### src/hdl/tpnq_pkg.sv
package tpnq_pkg;

    localparam int SAMPLE_BITS      = 22;
    localparam int CHAN_BITS        = 4;
    localparam int TIME_BITS        = 32;
    localparam int DEB_BITS         = 16;
    localparam int LEVEL_BITS       = 7;
    // level = diff * (2^LEVEL_BITS - 1) / span, numerator built by shift and subtract
    localparam int NUM_BITS         = SAMPLE_BITS + LEVEL_BITS;
    localparam int DEF_NUM_CHANNELS = 16;

    localparam logic [DEB_BITS-1:0] DEBOUNCE_RESET = DEB_BITS'(50);

    localparam logic MODE_SAMPLE = 1'b0;
    localparam logic MODE_LOAD   = 1'b1;

    typedef enum logic [1:0] {
        K_NONE  = 2'd0,
        K_ON    = 2'd1,
        K_OFF   = 2'd2,
        K_PRESS = 2'd3
    } t_kind;

    typedef struct packed {
        logic                   mode;
        logic [CHAN_BITS-1:0]   channel;
        logic [SAMPLE_BITS-1:0] sample;
        logic [TIME_BITS-1:0]   time_ms;
        logic                   sweep_end;
        logic [SAMPLE_BITS-1:0] cal_threshold;
        logic [SAMPLE_BITS-1:0] cal_max;
    } t_in_word;

    typedef struct packed {
        t_kind                 event_kind;
        logic [CHAN_BITS-1:0]  event_channel;
        logic [LEVEL_BITS-1:0] level;
        logic                  restart_request;
    } t_out_word;

    typedef struct packed {
        logic                   pressed;
        logic [TIME_BITS-1:0]   change_time;
        logic [SAMPLE_BITS-1:0] reading;
    } t_st_entry;

    typedef struct packed {
        logic [SAMPLE_BITS-1:0] threshold;
        logic [SAMPLE_BITS-1:0] maximum;
    } t_cal_entry;

    typedef struct packed {
        logic rd_en;
        logic st_we;
        logic cal_we;
    } t_store_req;

    typedef struct packed {
        logic busy;
        logic done;
    } t_div_stat;

endpackage

### src/hdl/tpnq_store.sv
module tpnq_store import tpnq_pkg::*; #(
    parameter int NUM_CHANNELS = DEF_NUM_CHANNELS
) (
    input  logic                 i_clk,
    input  logic                 i_rst_n,
    input  t_store_req           i_req,
    input  logic [CHAN_BITS-1:0] i_chan,
    input  t_st_entry            i_st_wdata,
    input  t_cal_entry           i_cal_wdata,
    output t_st_entry            o_st_rdata,
    output t_cal_entry           o_cal_rdata
);

    localparam int IDX_W = (NUM_CHANNELS > 1) ? $clog2(NUM_CHANNELS) : 1;

    t_st_entry               r_st_mem  [NUM_CHANNELS];
    t_cal_entry              r_cal_mem [NUM_CHANNELS];
    logic [NUM_CHANNELS-1:0] r_vld;
    t_st_entry               r_st_q;
    t_cal_entry              r_cal_q;
    logic                    r_vld_q;
    logic [IDX_W-1:0]        w_idx;

    assign w_idx = IDX_W'(i_chan);

    // state entries never written since reset read as zero
    always_ff @(posedge i_clk) begin
        if (!i_rst_n) begin
            r_vld <= '0;
        end else if (i_req.st_we) begin
            r_vld[w_idx] <= 1'b1;
        end
    end

    always_ff @(posedge i_clk) begin
        if (i_req.st_we) begin
            r_st_mem[w_idx] <= i_st_wdata;
        end
        if (i_req.cal_we) begin
            r_cal_mem[w_idx] <= i_cal_wdata;
        end
        if (i_req.rd_en) begin
            r_st_q  <= r_st_mem[w_idx];
            r_cal_q <= r_cal_mem[w_idx];
            r_vld_q <= r_vld[w_idx];
        end
    end

    assign o_st_rdata  = r_vld_q ? r_st_q : '0;
    assign o_cal_rdata = r_cal_q;

endmodule

### src/hdl/tpnq_div.sv
module tpnq_div import tpnq_pkg::*; (
    input  logic                   i_clk,
    input  logic                   i_rst_n,
    input  logic                   i_start,
    input  logic [SAMPLE_BITS-1:0] i_diff,
    input  logic [SAMPLE_BITS-1:0] i_den,
    output t_div_stat              o_stat,
    output logic [LEVEL_BITS-1:0]  o_quot
);

    localparam int CNT_W = $clog2(LEVEL_BITS + 1);

    logic [NUM_BITS-1:0]    w_num;
    logic [SAMPLE_BITS:0]   w_trial;
    logic [SAMPLE_BITS:0]   w_sub;
    logic [SAMPLE_BITS-1:0] r_rem;
    logic [LEVEL_BITS-1:0]  r_low;
    logic [SAMPLE_BITS-1:0] r_den;
    logic [LEVEL_BITS-1:0]  r_quot;
    logic [CNT_W-1:0]       r_cnt;
    logic                   r_busy;
    logic                   r_done;

    // diff * 127
    assign w_num   = {i_diff, LEVEL_BITS'(0)} - NUM_BITS'(i_diff);
    // restoring step: shift in next numerator bit, trial subtract
    assign w_trial = {r_rem, r_low[LEVEL_BITS-1]};
    assign w_sub   = w_trial - {1'b0, r_den};

    always_ff @(posedge i_clk) begin
        if (!i_rst_n) begin
            r_busy <= 1'b0;
            r_done <= 1'b0;
            r_cnt  <= '0;
        end else begin
            r_done <= 1'b0;
            if (i_start) begin
                r_busy <= 1'b1;
                r_cnt  <= CNT_W'(LEVEL_BITS);
            end else if (r_busy) begin
                r_cnt <= r_cnt - CNT_W'(1);
                if (r_cnt == CNT_W'(1)) begin
                    r_busy <= 1'b0;
                    r_done <= 1'b1;
                end
            end
        end
    end

    always_ff @(posedge i_clk) begin
        if (i_start) begin
            r_rem  <= w_num[NUM_BITS-1:LEVEL_BITS];
            r_low  <= w_num[LEVEL_BITS-1:0];
            r_den  <= i_den;
            r_quot <= '0;
        end else if (r_busy) begin
            r_low  <= {r_low[LEVEL_BITS-2:0], 1'b0};
            r_quot <= {r_quot[LEVEL_BITS-2:0], ~w_sub[SAMPLE_BITS]};
            if (!w_sub[SAMPLE_BITS]) begin
                r_rem <= w_sub[SAMPLE_BITS-1:0];
            end else begin
                r_rem <= w_trial[SAMPLE_BITS-1:0];
            end
        end
    end

    assign o_stat.busy = r_busy;
    assign o_stat.done = r_done;
    assign o_quot      = r_quot;

endmodule

### src/hdl/touch_pad_note_qualifier.sv
// channel   direction  handshake                  payload
// in        input      i_in_valid / o_in_stall    i_in_word  (t_in_word)
// out       output     o_out_valid / i_out_stall  o_out_word (t_out_word)
// cfg       input      i_cfg_valid / o_cfg_ready  i_cfg_data (debounce_ms)
//
// One word at a time: load words skip evaluation, samples without a level skip the
// divider, and samples with note on or pressure wait for the bit-serial divider.
// The result sits in an output register; the next word is taken while it waits.
// Synchronous active-low reset clears per-channel state via valid bits,
// debounce_ms returns to 50. i_out_stall holds a finished word in its last step.
module touch_pad_note_qualifier import tpnq_pkg::*; #(
    parameter int NUM_CHANNELS = DEF_NUM_CHANNELS
) (
    input  logic                i_clk,
    input  logic                i_rst_n,
    input  logic                i_in_valid,
    output logic                o_in_stall,
    input  t_in_word            i_in_word,
    output logic                o_out_valid,
    input  logic                i_out_stall,
    output t_out_word           o_out_word,
    input  logic                i_cfg_valid,
    output logic                o_cfg_ready,
    input  logic [DEB_BITS-1:0] i_cfg_data
);

    typedef enum logic [6:0] {
        S_IDLE   = 7'b0000001,
        S_READ   = 7'b0000010,
        S_EVAL1  = 7'b0000100,
        S_EVAL2  = 7'b0001000,
        S_DSTART = 7'b0010000,
        S_DIV    = 7'b0100000,
        S_DONE   = 7'b1000000
    } t_state;

    t_state                 r_state, n_state;
    t_in_word               r_word;
    logic [DEB_BITS-1:0]    r_deb;
    logic                   r_fresh;
    logic [SAMPLE_BITS-1:0] r_v;
    logic [SAMPLE_BITS-1:0] r_diff;
    logic [SAMPLE_BITS-1:0] r_den;
    t_kind                  r_kind;
    logic [LEVEL_BITS-1:0]  r_level;
    logic                   r_restart;
    logic                   r_sweep_same;
    t_out_word              r_out;
    logic                   r_out_valid;

    t_store_req             w_req;
    t_st_entry              w_st_rd;
    t_st_entry              w_st_wr;
    t_cal_entry             w_cal_rd;
    t_cal_entry             w_cal_wr;
    t_div_stat              w_div_stat;
    logic [LEVEL_BITS-1:0]  w_quot;

    logic                   w_accept;
    logic                   w_in_range;
    logic [TIME_BITS-1:0]   w_age;
    logic                   w_st;
    logic                   w_change;
    logic                   w_same;
    logic                   w_sweep_next;
    t_kind                  w_kind;
    logic                   w_need_div;
    logic                   w_out_load;

    assign w_accept   = i_in_valid && !o_in_stall;
    assign w_in_range = 32'(r_word.channel) < 32'(NUM_CHANNELS);
    assign w_age      = r_word.time_ms - w_st_rd.change_time;
    assign w_st       = r_v > w_cal_rd.threshold;
    assign w_change   = w_st != w_st_rd.pressed;
    assign w_same     = r_fresh && (w_st_rd.reading == r_v);
    assign w_sweep_next = r_sweep_same && w_same;
    assign w_out_load = (r_state == S_DONE) && (!r_out_valid || !i_out_stall);

    always_comb begin
        if (!r_fresh) begin
            w_kind = K_NONE;
        end else if (w_change) begin
            w_kind = w_st ? K_ON : K_OFF;
        end else if (w_st) begin
            w_kind = K_PRESS;
        end else begin
            w_kind = K_NONE;
        end
    end
    assign w_need_div = (w_kind == K_ON) || (w_kind == K_PRESS);

    assign w_req.rd_en  = (r_state == S_READ);
    assign w_req.cal_we = (r_state == S_READ) && (r_word.mode == MODE_LOAD) && w_in_range;
    assign w_req.st_we  = (r_state == S_EVAL2) && r_fresh;

    assign w_st_wr.pressed     = w_st;
    assign w_st_wr.change_time = w_change ? r_word.time_ms : w_st_rd.change_time;
    assign w_st_wr.reading     = r_v;
    assign w_cal_wr.threshold  = r_word.cal_threshold;
    assign w_cal_wr.maximum    = r_word.cal_max;

    tpnq_store #(
        .NUM_CHANNELS (NUM_CHANNELS)
    ) u_store (
        .i_clk       (i_clk),
        .i_rst_n     (i_rst_n),
        .i_req       (w_req),
        .i_chan      (r_word.channel),
        .i_st_wdata  (w_st_wr),
        .i_cal_wdata (w_cal_wr),
        .o_st_rdata  (w_st_rd),
        .o_cal_rdata (w_cal_rd)
    );

    tpnq_div u_div (
        .i_clk   (i_clk),
        .i_rst_n (i_rst_n),
        .i_start (r_state == S_DSTART),
        .i_diff  (r_diff),
        .i_den   (r_den),
        .o_stat  (w_div_stat),
        .o_quot  (w_quot)
    );

    always_comb begin
        n_state = r_state;
        case (r_state)
            S_IDLE: begin
                if (w_accept) n_state = S_READ;
            end
            S_READ: begin
                n_state = (r_word.mode == MODE_LOAD) ? S_DONE : S_EVAL1;
            end
            S_EVAL1: begin
                n_state = S_EVAL2;
            end
            S_EVAL2: begin
                n_state = w_need_div ? S_DSTART : S_DONE;
            end
            S_DSTART: begin
                n_state = S_DIV;
            end
            S_DIV: begin
                if (w_div_stat.done) n_state = S_DONE;
            end
            S_DONE: begin
                if (w_out_load) n_state = S_IDLE;
            end
            default: begin
                n_state = S_IDLE;
            end
        endcase
    end

    always_ff @(posedge i_clk) begin
        if (!i_rst_n) begin
            r_state      <= S_IDLE;
            r_deb        <= DEBOUNCE_RESET;
            r_sweep_same <= 1'b1;
            r_out_valid  <= 1'b0;
        end else begin
            r_state <= n_state;
            if (i_cfg_valid) begin
                r_deb <= i_cfg_data;
            end
            if (r_state == S_EVAL2) begin
                r_sweep_same <= r_word.sweep_end ? 1'b1 : w_sweep_next;
            end
            if (w_out_load) begin
                r_out_valid <= 1'b1;
            end else if (!i_out_stall) begin
                r_out_valid <= 1'b0;
            end
        end
    end

    always_ff @(posedge i_clk) begin
        if (w_accept) begin
            r_word <= i_in_word;
        end
        case (r_state)
            S_READ: begin
                r_kind    <= K_NONE;
                r_level   <= '0;
                r_restart <= 1'b0;
            end
            S_EVAL1: begin
                r_fresh <= w_in_range && (w_age >= TIME_BITS'(r_deb));
                r_v     <= (r_word.sample > w_cal_rd.maximum) ? w_cal_rd.maximum
                                                              : r_word.sample;
            end
            S_EVAL2: begin
                r_kind    <= w_kind;
                r_level   <= '0;
                r_restart <= r_word.sweep_end && w_sweep_next;
                r_diff    <= r_v - w_cal_rd.threshold;
                r_den     <= w_cal_rd.maximum - w_cal_rd.threshold;
            end
            S_DIV: begin
                if (w_div_stat.done) r_level <= w_quot;
            end
            default: begin
            end
        endcase
        if (w_out_load) begin
            r_out.event_kind      <= r_kind;
            r_out.event_channel   <= r_word.channel;
            r_out.level           <= r_level;
            r_out.restart_request <= r_restart;
        end
    end

    assign o_in_stall  = (r_state != S_IDLE);
    assign o_out_valid = r_out_valid;
    assign o_out_word  = r_out;
    assign o_cfg_ready = 1'b1;

`ifndef SYNTHESIS
    a_div_running: assert property (@(posedge i_clk) disable iff (!i_rst_n)
        (r_state == S_DIV) |-> (w_div_stat.busy || w_div_stat.done))
        else $error("divider idle while waiting for level");

    a_accept_read: assert property (@(posedge i_clk) disable iff (!i_rst_n)
        w_accept |=> (r_state == S_READ))
        else $error("accepted word not read");

    a_level_zero: assert property (@(posedge i_clk) disable iff (!i_rst_n)
        (o_out_valid && (o_out_word.event_kind == K_NONE || o_out_word.event_kind == K_OFF))
        |-> (o_out_word.level == '0))
        else $error("nonzero level without note on or pressure");

    a_load_quiet: assert property (@(posedge i_clk) disable iff (!i_rst_n)
        (w_out_load && r_word.mode == MODE_LOAD) |=> (o_out_word.event_kind == K_NONE
        && !o_out_word.restart_request))
        else $error("load word produced an event");
`endif

endmodule
### config.mk
export PLATFORM = sky130hd
export DESIGN_NAME = touch_pad_note_qualifier
export DESIGN_NICKNAME = d
export VERILOG_FILES = /design/src/hdl/tpnq_pkg.sv /design/src/hdl/tpnq_store.sv /design/src/hdl/tpnq_div.sv /design/src/hdl/touch_pad_note_qualifier.sv
export SDC_FILE = /design/constraint.sdc
export NUM_CORES = 2
export LEC_CHECK = 0
export ABC_AREA = 1
export BUFFER_PORTS_ARGS = -buffer_cell sky130_fd_sc_hd__buf_2
export CAP_MARGIN = 20
export CORE_ASPECT_RATIO = 1.5
export CORE_MARGIN = 2
export CORE_UTILIZATION = 55
export DETAILED_ROUTE_END_ITERATION = 12
export GPL_TIMING_DRIVEN = 1
export PLACE_DENSITY = 0.71
export SYNTH_ARGS = -nofsm -noshare
export SYNTH_HDL_FRONTEND = slang
export SYNTH_HIERARCHICAL = 1
export SYNTH_SLANG_ARGS = --single-unit
### constraint.sdc
create_clock -name i_clk -period 13.6 [get_ports i_clk]
set_clock_uncertainty 0.2 [all_clocks]
set_input_delay 2.72 -clock i_clk [delete_from_list [all_inputs] [get_ports i_clk]]
set_output_delay 2.72 -clock i_clk [all_outputs]
set_load 0.02 [all_outputs]
Yosys cells after proc, flatten, opt, wreduce, memory -nomap -nowiden:

Memories as Yosys holds them, arrays and structs flattened. A register that Yosys moved wholly into a read port is not among the register bits.
Cells that the tools add are included.

* bits in registers: 300
* latch bits: 0
* memory bits (writable): 1584
* ROM bits: 0
* output and inout bits: 17
* logic and storage cells: 124
* memories: 2

* add/subtract/negate cells: 6
* multiply operators: 0
* divide/modulo/power cells: 0
* magnitude comparators: 5
* equal/unequal tests: 17
* shift operators: 0
* muxes and demuxes: 39
* bitwise gates (word level): 4
* reductions and logical operators: 20

Memories
* u_store.r_st_mem: depth 16, width 55, read ports 1, clocked after memory_dff 1, write ports 1, line tpnq_store.sv:16 `t_st_entry r_st_mem [NUM_CHANNELS];`
* u_store.r_cal_mem: depth 16, width 44, read ports 1, clocked after memory_dff 1, write ports 1, line tpnq_store.sv:17 `t_cal_entry r_cal_mem [NUM_CHANNELS];`

Operator list (number)
* two-way mux 22 bit: 4
* two-way mux 7 bit: 8
* two-way mux 55 bit: 1
* case mux 7 bit (7 select lines): 1
* greater-than comparator 22 bit: 2
* subtractor 22 bit: 2
* >= comparator 32 x 16 -> 1 bit: 1
* two-way mux 32 bit: 1
* subtractor 32 bit: 1
* subtractor 29 x 22 -> 29 bit: 1
* subtractor 23 x 22 -> 23 bit: 1
* == test 22 bit: 1
* bitwise OR 16 bit: 1
* case mux 7 bit (2 select lines): 1
* two-way mux 1 bit: 13
* logical AND 1 bit: 8
* two-way mux 2 bit: 4
* == test 7 x 1 -> 1 bit, second input constant: 1
* == test 7 x 2 -> 1 bit, second input constant: 1
* == test 7 x 3 -> 1 bit, second input constant: 1
* == test 7 x 4 -> 1 bit, second input constant: 1
* == test 7 x 5 -> 1 bit, second input constant: 1
* == test 7 x 6 -> 1 bit, second input constant: 1
* == test 7 bit, second input constant: 1
* 23 further kinds: 33

Logic depth before layout (Yosys ltp):

* depth after elaboration: 8
* mapped depth: 25
* depth with buffers taken out: 23

Hierarchy:

Netlist, hierarchy kept.

Modules (own cells, without submodules)
* tpnq_store: times used 1, cells each 6718, area each 70477.6 µm²
* touch_pad_note_qualifier: times used 1, cells each 1500, area each 13180.1 µm²
* tpnq_div: times used 1, cells each 917, area each 5838.1 µm²

Worst setup path before layout:

OpenSTA, ideal clock, no wires.

* path kind: register to register
* start: register r_state[5]
* end: memory u_store/r_st_mem[6][0] (netlist name) (enable)
* setup time: 0.410 ns
* data arrival time: 7.641 ns
* data required time: 12.990 ns
* path slack: 5.349 ns
* stages on the path, launching flop included: 10
* buffers on the path: 2
* period minus slack after synthesis: 8.251 ns
* cell sequence: dfxtp_1 > nor2_1 > nand2_1 > nor4_1 > inv_1 > nor2_1 > clkbuf_1 > clkbuf_1 > nand3_1 > inv_1

RTL lines
* start, declared: line touch_pad_note_qualifier.sv:37 `t_state r_state, n_state;`
* start signal, assigned: line touch_pad_note_qualifier.sv:162 `r_state <= n_state;`
* end, declared: line tpnq_store.sv:16

Worst setup path in the final report:

* start: register r_state[5]
* end: output o_in_stall

* cells in the longest elaborated chain, start to end: 1

RTL lines
* != test 7 x 1 -> 1 bit: line touch_pad_note_qualifier.sv:213 `assign o_in_stall = (r_state != S_IDLE);`
* end, declared: line touch_pad_note_qualifier.sv:17 `output logic o_in_stall,`

No other way between the ends.

==> out/results.ini <==
[routing]
drc=0
via_per_inst=5.41
firstDrtPassIters=6
drt-initial-drc-count=5408
vias=62200
wire_per_inst_microns=20.7
antenna_left=0
routed_wl_mm=238

[global_routing]
antenna_found_initial=2
grt_start_max_net_pins=173
busiest_layer=met2
grt_pass1_vias=61100
use_met2=0.507
gr-total-overflow=0
grt_pass1_wl_mm=356
use_met1=0.324
grtUsageTotal=0.286
use_met3=0.0360

[timing]
setup_viol=0
rsz0062_at_grt=false
tightest_slew_ns=1.18
finalSetupTns_ns=0
period_minus_slack_ns=5.19
fin_crit_sh=0.382
max_freq_ghz=0.193
drv_slew=0
relSlewSlack=0.214
finalHoldViolations=0

[worst_setup_path]
max_stage_delay_ns=0.35
critPathKind=register to output port
endpoint_kind=output port
r2r_slack_ns=8.53
critPathSlowestCell=nor4_1
startpoint_type=register
crit_chain=nor2_1, nand2_1, nor4_1, inv_1, buf_2
crit_fanout=4
crit_required_ns=10.68
arrival_ns=2.27
path_delay_family=simple AND/OR/NAND/NOR gates
path_buf_inv=2

[placed_design]
dp.cells=11100
place_congestion=0.941
hpwl_mm=141
io_buffers=140

[power]
ir_drop_v=0.000141
leakage_nw=42.3
powerDensity_nw_per_um2=140

[synthesis]
syn-num-nets=9415
synth_warnings=6
postSynthAreaPerCell_sq_um=9.80
netlist_area_sq_um=89500
netlist_instances=9134

[die]
io_pins=142
rows=181
die_h_microns=498
die-area_sq_um=166000
dieWidth_microns=333
initial_utilization=0.553
core-area_sq_um=162000

[clock_tree]
cts_buffer_depth=3
cts_setup_buffers=0
htreeDepth=4
clk_pin_slew_ns=0.06
post_cts_resized=0
root_buffer=clkbuf_16
cts_buffers=183
clk_latency_ns=0.83
cts_tree=built
hold_buffers=0
clock_sinks=1983

[layout]
multiInputGateArea_sq_um=25800
final_cells=11500
final_common_cell=nand2_1
drive_gt1_frac=0.0635
layout_common_cells=5004 x nand2_1, 1930 x edfxtp_1, 713 x inv_1
final_nets=9512
n_fill_cell=13000
synthToLayoutAreaGrowth_pct=9.44
seq_area_sq_um=59000

[outcome]
status=finished, final reports clean

[hold_path]
min_path_type=register to register

[job]
max-cap-violations=0

worst register-to-register path: stages, from the launching register on:
cell	delay, ns
edfxtp_1	0.38
buf_4	0.38
inv_8	0.55
buf_12	0.69
buf_4	1.01
buf_4	0.97
nand2_1	0.28
nand2_1	0.12
nand2_1	0.05
nand2_1	0.09
nand2_1	0.05
nand2_1	0.07
inv_1	0.04
nand2_1	0.06
sequential cells by signal (all words and copies together), names as in the netlist, 2 cells and up:
register             cells
u_div/r_cnt              3
u_store/r_cal_mem      704
r_v                     22
r_word                 104
u_div/r_den             22
r_state                  7
r_level                  7
u_div/r_rem             22
u_store/r_st_mem       880
u_div/r_low              7
u_store/r_vld           16
r_kind                   2
r_deb                   16
r_diff                  22
u_div/o_quot             7
r_den                   22
u_store/r_st_q          55
o_out_word              14
u_store/o_cal_rdata     44
power by group:
group,switching (mW),leakage (nW),internal [mW]
combinational,1.19,21.5,0.438
clock,2.25,2.87,2.84
sequential,0.111,17.9,6.90
routing by layer:
| metal | part of all wire | vias up |
|---|---|---|
| met1 | 0.36 | 29400 |
| met2 | 0.51 | 2450 |
| met4 | 0.068 | 0 |
| met5 | 0 | - |
| li1 | - | 29600 |
| met3 | 0.062 | 731 |
cell type report:
cell class                 count  area share
inverter                     740      0.0288
clock inverter               114      0.0113
clock buffer                 228      0.0497
tap                         2104      0.0269
sequential                  1983       0.603
antenna                        1   0.0000256
timing repair buffer         263      0.0169
multi-input combinational   6060       0.264
final timing paths:
check	startpoint	end	cells after the start
worst max-delay path	r_state[5]	o_in_stall	5
worst min-delay path	r_den[9]	u_div/r_den[9]	0
worst max register to register	r_word[99]	u_store/o_cal_rdata[10]	13
worst min register to register	r_den[9]	u_div/r_den[9]	0
through the flow:
step                total power [mW]  area (sq um)  setup slack (ns)  utilization  hold WS (ns)
detailed placement              8.75         91900              8.36        0.568         0.205
global route                    14.2         97900              8.31        0.605         0.225
global placement                8.71         91900              8.42        0.568         0.202
floorplan                       8.24         89500              5.35            -         0.200
CTS                             13.8         97900              8.38        0.605         0.218
finish                          13.7         97900              8.41        0.605         0.217
(Power assumes the default switching activity.)
